`src/rtl/assert_macros.svh`:
```
// Assertion macros shared by the cipher RTL.
`ifndef ASSERT_MACROS_SVH
`define ASSERT_MACROS_SVH

// Implication checked at every rising clock edge outside reset.
`define ASSERT_IMPLY(label, clk, rst_n, pre, post, msg) \
    label: assert property (@(posedge clk) disable iff (!rst_n) (pre) |-> (post)) \
        else $error(msg);

// Next-cycle implication checked at every rising clock edge outside reset.
`define ASSERT_NEXT(label, clk, rst_n, pre, post, msg) \
    label: assert property (@(posedge clk) disable iff (!rst_n) (pre) |=> (post)) \
        else $error(msg);

`endif

```
`src/rtl/lea_pkg.sv`:
```
`timescale 1ns / 1ps
package lea_pkg;
    localparam int unsigned MAX_ROUNDS_DEF = 32;
    localparam int unsigned KEY_WORD_W = 32;
    localparam int unsigned CFG_IDX_W = 3;

    localparam logic [CFG_IDX_W-1:0] REG_KEY0 = 3'd0;
    localparam logic [CFG_IDX_W-1:0] REG_KEY1 = 3'd1;
    localparam logic [CFG_IDX_W-1:0] REG_KEY2 = 3'd2;
    localparam logic [CFG_IDX_W-1:0] REG_KEY3 = 3'd3;
    localparam logic [CFG_IDX_W-1:0] REG_SIZE = 3'd4;
    localparam logic [CFG_IDX_W-1:0] REG_GROUPS = 3'd5;

    localparam logic [1:0] KS_128 = 2'd0;
    localparam logic [1:0] KS_192 = 2'd1;

    typedef enum logic [1:0] {
        ST_IDLE,
        ST_EXPAND,
        ST_CRYPT,
        ST_DONE
    } lea_state_t;

    // Six round-key words travel together as one store row.
    typedef logic [6*KEY_WORD_W-1:0] lea_rk_row_t;

    function automatic logic [31:0] delta(input logic [2:0] idx);
        logic [31:0] d;
        case (idx)
            3'd0: d = 32'hC3EFE9DB;
            3'd1: d = 32'h44626B02;
            3'd2: d = 32'h79E27C8A;
            3'd3: d = 32'h78DF30EC;
            3'd4: d = 32'h715EA49E;
            3'd5: d = 32'hC785DA0A;
            3'd6: d = 32'hE04EF22A;
            default: d = 32'hE5C40957;
        endcase
        return d;
    endfunction

    function automatic logic [31:0] rol32(input logic [31:0] x, input logic [4:0] n);
        logic [63:0] w;
        w = {x, x} << n;
        return w[63:32];
    endfunction
endpackage

```
`src/rtl/lea_round.sv`:
```
`timescale 1ns / 1ps
module lea_round (
    input  logic                 dec,
    input  logic [127:0]         x,
    input  lea_pkg::lea_rk_row_t k,
    output logic [127:0]         y
);
    import lea_pkg::*;

    logic [31:0] x0, x1, x2, x3, k0, k1, k2, k3, k4, k5;
    logic [31:0] n0, n1, n2, p1, p2, p3;

    always_comb
    begin
        {x3, x2, x1, x0} = x;
        {k5, k4, k3, k2, k1, k0} = k;
        n0 = rol32((x0 ^ k0) + (x1 ^ k1), 5'd9);
        n1 = rol32((x1 ^ k2) + (x2 ^ k3), 5'd27);
        n2 = rol32((x2 ^ k4) + (x3 ^ k5), 5'd29);
        p1 = (rol32(x0, 5'd23) - (x3 ^ k0)) ^ k1;
        p2 = (rol32(x1, 5'd5) - (p1 ^ k2)) ^ k3;
        p3 = (rol32(x2, 5'd3) - (p2 ^ k4)) ^ k5;
        if (dec)
        begin
            y = {p3, p2, p1, x3};
        end
        else
        begin
            y = {x0, n2, n1, n0};
        end
    end
endmodule
```
`config.mk`:
```
export PLATFORM = sky130hd
export DESIGN_NAME = lea_round
export DESIGN_NICKNAME = d
export VERILOG_FILES = /design/src/rtl/assert_macros.svh /design/src/rtl/lea_pkg.sv /design/src/rtl/lea_round.sv
export SDC_FILE = /design/constraint.sdc
export NUM_CORES = 1
export LEC_CHECK = 0
export ABC_AREA = 0
export BUFFER_PORTS_ARGS = -buffer_cell sky130_fd_sc_hd__clkbuf_2
export CORE_ASPECT_RATIO = 0.75
export CORE_MARGIN = 3
export CORE_UTILIZATION = 25
export DETAILED_ROUTE_END_ITERATION = 10
export GPL_ROUTABILITY_DRIVEN = 0
export PLACE_DENSITY = 0.49
export SLEW_MARGIN = 20
export SYNTH_ARGS = -nofsm -noshare
export SYNTH_HDL_FRONTEND = slang
export SYNTH_SLANG_ARGS = --single-unit
```
`constraint.sdc`:
```
create_clock -name vclk -period 8.25
set_input_delay 0.825 -clock vclk [all_inputs]
set_output_delay 0.825 -clock vclk [all_outputs]
set_load 0.1 [all_outputs]
```
==> results.py, run 1 <==
metrics = {
    "synth": {
        "synth.most_common_cell": "xor2_1",
        "synth_compound_area_share_pct": 26.9,
        "synth_top_family_by_area": "XOR/XNOR gates",
        "synth_top_area_share_pct": 18.3,
        "yosysSeqAreaShare_pct": 0,
        "ys_types": 68,
        "yosys.area.top_type": "xor2_1",
        "syn_nets": 2386,
        "synth_common_cells": "xor2_1 (283), xnor2_1 (267), ha_1 (186), a21oi_1 (184), nand2_1 (151)",
        "synth_xor_xnor_area_share_pct": 35.8,
        "synth_warnings": 0,
        "synth_area_per_cell_um2": 7.22,
        "synthSimpleGateAreaFrac_pct": 15.8,
        "synthMuxAreaShare_pct": 1.13,
        "yosys-top-cells-area": "xor2_1 (18%), xnor2_1 (17%), ha_1 (17%)",
        "syn_inst": 1873,
        "synth_fa_ha_area_share_pct": 18.1,
        "synth_area_mm2": 0.0135,
    },
    "min_path": {
        "min_path_type": "input port to primary output",
    },
    "global_routing": {
        "overflow": 0,
        "grt_pass1_wl_mm": 113,
        "grtUsageTotal_pct": 27.2,
        "grt_start_max_net_pins": 76,
        "grt_antenna_before_repair": 14,
        "first_global_vias": 16600,
    },
    "run_status": {
        "outcome": "finished, violations left",
        "failed_checks": "setup timing",
    },
    "route": {
        "drt-total-wl_mm": 81.8,
        "via_per_inst": 5.19,
        "drcViolationCount": 0,
        "avgRoutedWirePerCell_um": 24.9,
        "ant_nets": 0,
        "vias": 17100,
        "drt_iter0_markers": 1699,
        "dr.pass1.iters": 5,
    },
    "timing": {
        "slew_viol_final": 0,
        "rsz0062_at_grt": "yes",
        "fmax_mhz": 120,
        "setup_viol": 1,
        "whs_ns": 2.14,
        "period_needed_ns": 8.30,
        "period_share_pct": 101,
        "hold_violations": 0,
        "slew_headroom_pct": 14.0,
        "fin_tns_setup_ns": -0.0524,
        "worst_slew_pin_slew_ns": 1.28,
        "setup_slack_ns": -0.0524,
    },
    "power": {
        "ir_worst_vdd_mv": 0.484,
        "leakagePower_nw": 9.55,
        "power_density_mw_per_mm2": 488,
    },
    "cells_and_area": {
        "fin_nets": 3089,
        "register_area_um2": 0,
        "stdcell_count": 3288,
        "clockBufferCount": 0,
        "drive_gt1_share_pct": 32.9,
        "area.growth.synth_to_final_pct": 45.3,
        "nFillCells": 5734,
        "final_area_mm2": 0.0196,
        "seq_cell_count": 0,
    },
    "die": {
        "die_w_um": 275,
        "die_height_um": 207,
        "die_area_mm2": 0.0569,
        "num_io_pins": 449,
        "start_util_pct": 25.4,
        "fp-row-count": 73,
        "coreArea_mm2": 0.0532,
    },
    "placement": {
        "dp_hpwl_mm": 73.0,
        "dpl_cell_area_mm2": 0.0189,
        "portBuffers": 449,
        "dp.cells": 3265,
    },
    "job": {
        "cap_violations": 0,
    },
    "setup_path": {
        "crit_path_start_kind": "input port",
        "cp_slowest_stage_delay_ns": 0.38,
        "worstSetupPathType": "input port to primary output",
        "cp_max_fo": 3,
        "critPathArrivalTime_ns": 7.48,
        "slowest_stage": "o41ai_2",
        "critical_path_required_ns": 7.42,
        "endpoint_kind": "primary output",
    },
    "clocking": {
        "cts_hold_buf": 0,
    },
}
==> kinds of logic (layout without fill, tap and decap cells) <==
family	count (synthesis)	count (layout)
compound gates	571	571
simple gates	463	463
fa+ha+maj	192	192
buf+inv	82	783
mux	14	14
other cells	0	2
xor+xnor	551	551
==> path summary, 6_finish.rpt <==
check	from	to	slack, ns	depth (start not counted)
worst max-delay path	k[1]	y[127]	-0.05	35
worst min-delay path	x[31]	y[127]	2.14	3
==> layout by cell type (no fill, tap or decap), drive strengths merged, types with 18 or more instances in the layout <==
cell	count
a211oi	19
a21o	77
a21oi	184
buf	309
clkbuf	424
ha	186
inv	50
nand2	151
nand2b	22
nand3	38
nor2	124
nor2b	22
nor3	32
o21a	35
o21ai	129
o31ai	20
or3	18
xnor2	267
xor2	283
==> per-layer routing <==
layer  track usage [%]  vias to the layer above  part of all wire, %
met5                 0                        -                 0.20
met4              4.39                       24                  2.2
met3              7.57                      120                   11
met2              41.7                      852                   42
met1              38.2                     7960                   45
li1                  -                     8095                    -
==> per-stage QoR <==
step	total power, W	setup slack (ns)	util (%)
floorplan	0.00598	0.0354	-
global placement	0.00897	-0.589	35.4
detailed placement	0.00898	-0.688	35.4
CTS	0.00914	-0.0240	35.8
global route	0.0101	-0.288	36.9
finish	0.00958	-0.0524	36.9
==> where the power goes <==
part | internal (W) | total (W) | switching, W | leakage [nW]
combinational | 0.00353 | 0.00958 | 0.00605 | 9.55
sequential | 0 | 0 | 0 | 0
clock | 0.0000000000325 | 0.0000000000325 | 0 | 0.0000127
==> repair_timing <==
action	in CTS	in global routing
endpoints found under the setup margin	9	13
buffers inserted	4	19
hold endpoints to repair	0	0
resized for setup	36	84
pin swaps	16	60
==> layout make-up <==
type	count	area [µm²]	share of cell area, %
well taps	712	891	4.54
diodes	2	5.00	0.0255
multi-input cells	1791	13800	70.3
inverters	50	188	0.955
repair buffers	733	4750	24.2
==> critical path, delay by kind of cell <==
family / cells / cell delay (ns)
AO/OA/AOI/OAI: 13 / 2.97
XOR/XNOR: 7 / 1.10
adder cells (fa/ha/maj): 3 / 0.85
buffers and inverters: 7 / 0.93
multiplexers: 1 / 0.28
AND/OR/NAND/NOR: 4 / 0.51
Note: power is estimated with default switching activity, not from simulation.
==> inputs of run 2 (changes only) <==
==> constraint.sdc (replaced) <==
create_clock -name vclk -period 7.94
set_input_delay 0.794 -clock vclk [all_inputs]
set_output_delay 0.794 -clock vclk [all_outputs]
set_load 0.1 [all_outputs]
==> run 2 against run 1 <==
  * Core utilization grew 1.1 points
  * Critical path depth is 1 lower
  * Sequential cell count is the same
  * First-iteration DRC count shrank 2.6%
  * Critical path type unchanged
  * Via count grew 2.5%
  * The run still ends with setup timing left
  * Count of clock-buffer cells in the layout stayed put
  * Largest cell class unchanged
  * Combinational power increased by 9%
==> results.py, run 2 (synthesis gave the netlist of run 1 again) <==
metrics = {
    "global_routing": {
        "first_global_vias": 17500,
        "grt_pass1_wl_mm": 116,
        "grt_antenna_before_repair": 19,
        "overflow": 0,
        "grtUsageTotal_pct": 27.4,
        "grt_start_max_net_pins": 64,
    },
    "setup_path": {
        "endpoint_kind": "primary output",
        "critical_path_required_ns": 7.15,
        "path_common_cell": "xnor2_1",
        "cp_max_fo": 4,
        "cp_slowest_stage_delay_ns": 0.42,
        "crit_path_start_kind": "input port",
        "critPathArrivalTime_ns": 7.34,
        "slowest_stage": "a211o_1",
        "worstSetupPathType": "input port to primary output",
    },
    "cells_and_area": {
        "register_area_um2": 0,
        "area.growth.synth_to_final_pct": 49.7,
        "final_cell_mix": "clkbuf_2 (421), buf_4 (323), xor2_1 (280), xnor2_1 (240), ha_1 (179)",
        "stdcell_count": 3335,
        "nFillCells": 5643,
        "drive_gt1_share_pct": 35.7,
        "seq_cell_count": 0,
        "clockBufferCount": 0,
        "fin_nets": 3128,
        "final_area_mm2": 0.0202,
        "final_common_cell": "clkbuf_2",
    },
    "placement": {
        "dp.cells": 3293,
        "dp_hpwl_mm": 74.1,
        "portBuffers": 449,
        "dpl_cell_area_mm2": 0.0191,
        "pre_cts_slack_ns": -0.766,
    },
    "power": {
        "combPwrFrac_pct": 100.0,
        "clkPwrFrac_pct": 0,
        "p_int_w": 0.00391,
        "swShare_pct": 62.3,
        "power_density_mw_per_mm2": 513,
        "seq_power_share_pct": 0,
        "power_w": 0.0104,
        "ir_worst_vdd_mv": 0.649,
        "switchingPower_w": 0.00646,
        "leakagePower_nw": 9.82,
    },
    "die": {
        "die_area_mm2": 0.0569,
        "num_io_pins": 449,
        "fp-row-count": 73,
        "die_w_um": 275,
        "coreArea_mm2": 0.0532,
        "start_util_pct": 25.4,
        "die_height_um": 207,
    },
    "route": {
        "drcViolationCount": 0,
        "avgRoutedWirePerCell_um": 25.0,
        "via_per_inst": 5.24,
        "drt-total-wl_mm": 83.2,
        "ant_nets": 0,
        "dr.pass1.iters": 5,
        "vias": 17500,
        "drt_iter0_markers": 1655,
    },
    "timing": {
        "slew_viol_final": 0,
        "worst_slew_pin_slew_ns": 1.24,
        "period_needed_ns": 8.13,
        "setup_slack_ns": -0.190,
        "slew_headroom_pct": 16.8,
        "period_share_pct": 102,
        "rsz0062_at_grt": "yes",
        "setup_viol": 5,
        "fmax_mhz": 123,
        "fin_tns_setup_ns": -0.303,
        "hold_violations": 0,
    },
    "job": {
        "cap_violations": 0,
    },
    "min_path": {
        "min_path_type": "input port to primary output",
    },
    "run_status": {
        "outcome": "finished, violations left",
        "failed_checks": "setup timing",
    },
}
[run 2: final cells by class]
class	instances	area [µm²]	share of cell area, %
Multi-Input combinational cell	1791	14100	69.7
Timing Repair Buffer	772	5030	24.8
Tap cell	712	891	4.40
Inverter	50	188	0.927
Antenna cell	10	25.0	0.124
[run 2: routing by layer]
layer	vias to the layer above	global-route usage (%)	share of wire, %
met1	8341	38.5	45
met5	-	0	0.19
met2	822	43.7	43
met3	128	4.38	8.9
met4	22	6.62	2.8
li1	8170	-	-
[run 2: path summary, 6_finish.rpt]
path | slack [ns] | to | depth (start not counted) | start
max | -0.19 | y[127] | 34 | k[1]
min | 2.09 | y[127] | 3 | x[31]
[run 2: through the flow]
step,util (%),hold slack [ns]
2_1_floorplan,-,1.89
6_report,38.0,2.09
3_3_place_gp,35.8,2.10
3_5_place_dp,35.8,2.10
4_1_cts,36.8,2.08
5_1_grt,38.0,2.09
[run 2: repair_timing]
item                       CTS  global route
setup endpoints to repair   15            16
hold buffers                 0             0
buffers inserted            20            14
gates resized for setup     79           101
pin swaps                   56            48
[run 2: critical path, delay by kind of cell]
| kind | cells | cell delay [ns] |
|---|---|---|
| AO/OA/AOI/OAI | 13 | 3.02 |
| XOR/XNOR | 7 | 1.05 |
| adder cells (fa/ha/maj) | 3 | 0.90 |
| buffers and inverters | 6 | 0.85 |
| AND/OR/NAND/NOR | 4 | 0.45 |
| multiplexers | 1 | 0.27 |
[run 2: power by group through the flow]
stage	registers (W)	logic (W)	clock network [W]
after CTS	0	0.00979	0
final	0	0.0104	0.000000000169
after global placement	0	0.00934	0
after detailed placement	0	0.00937	0
after global routing	0	0.0109	0.000000000101
after floorplan	0	0.00624	0
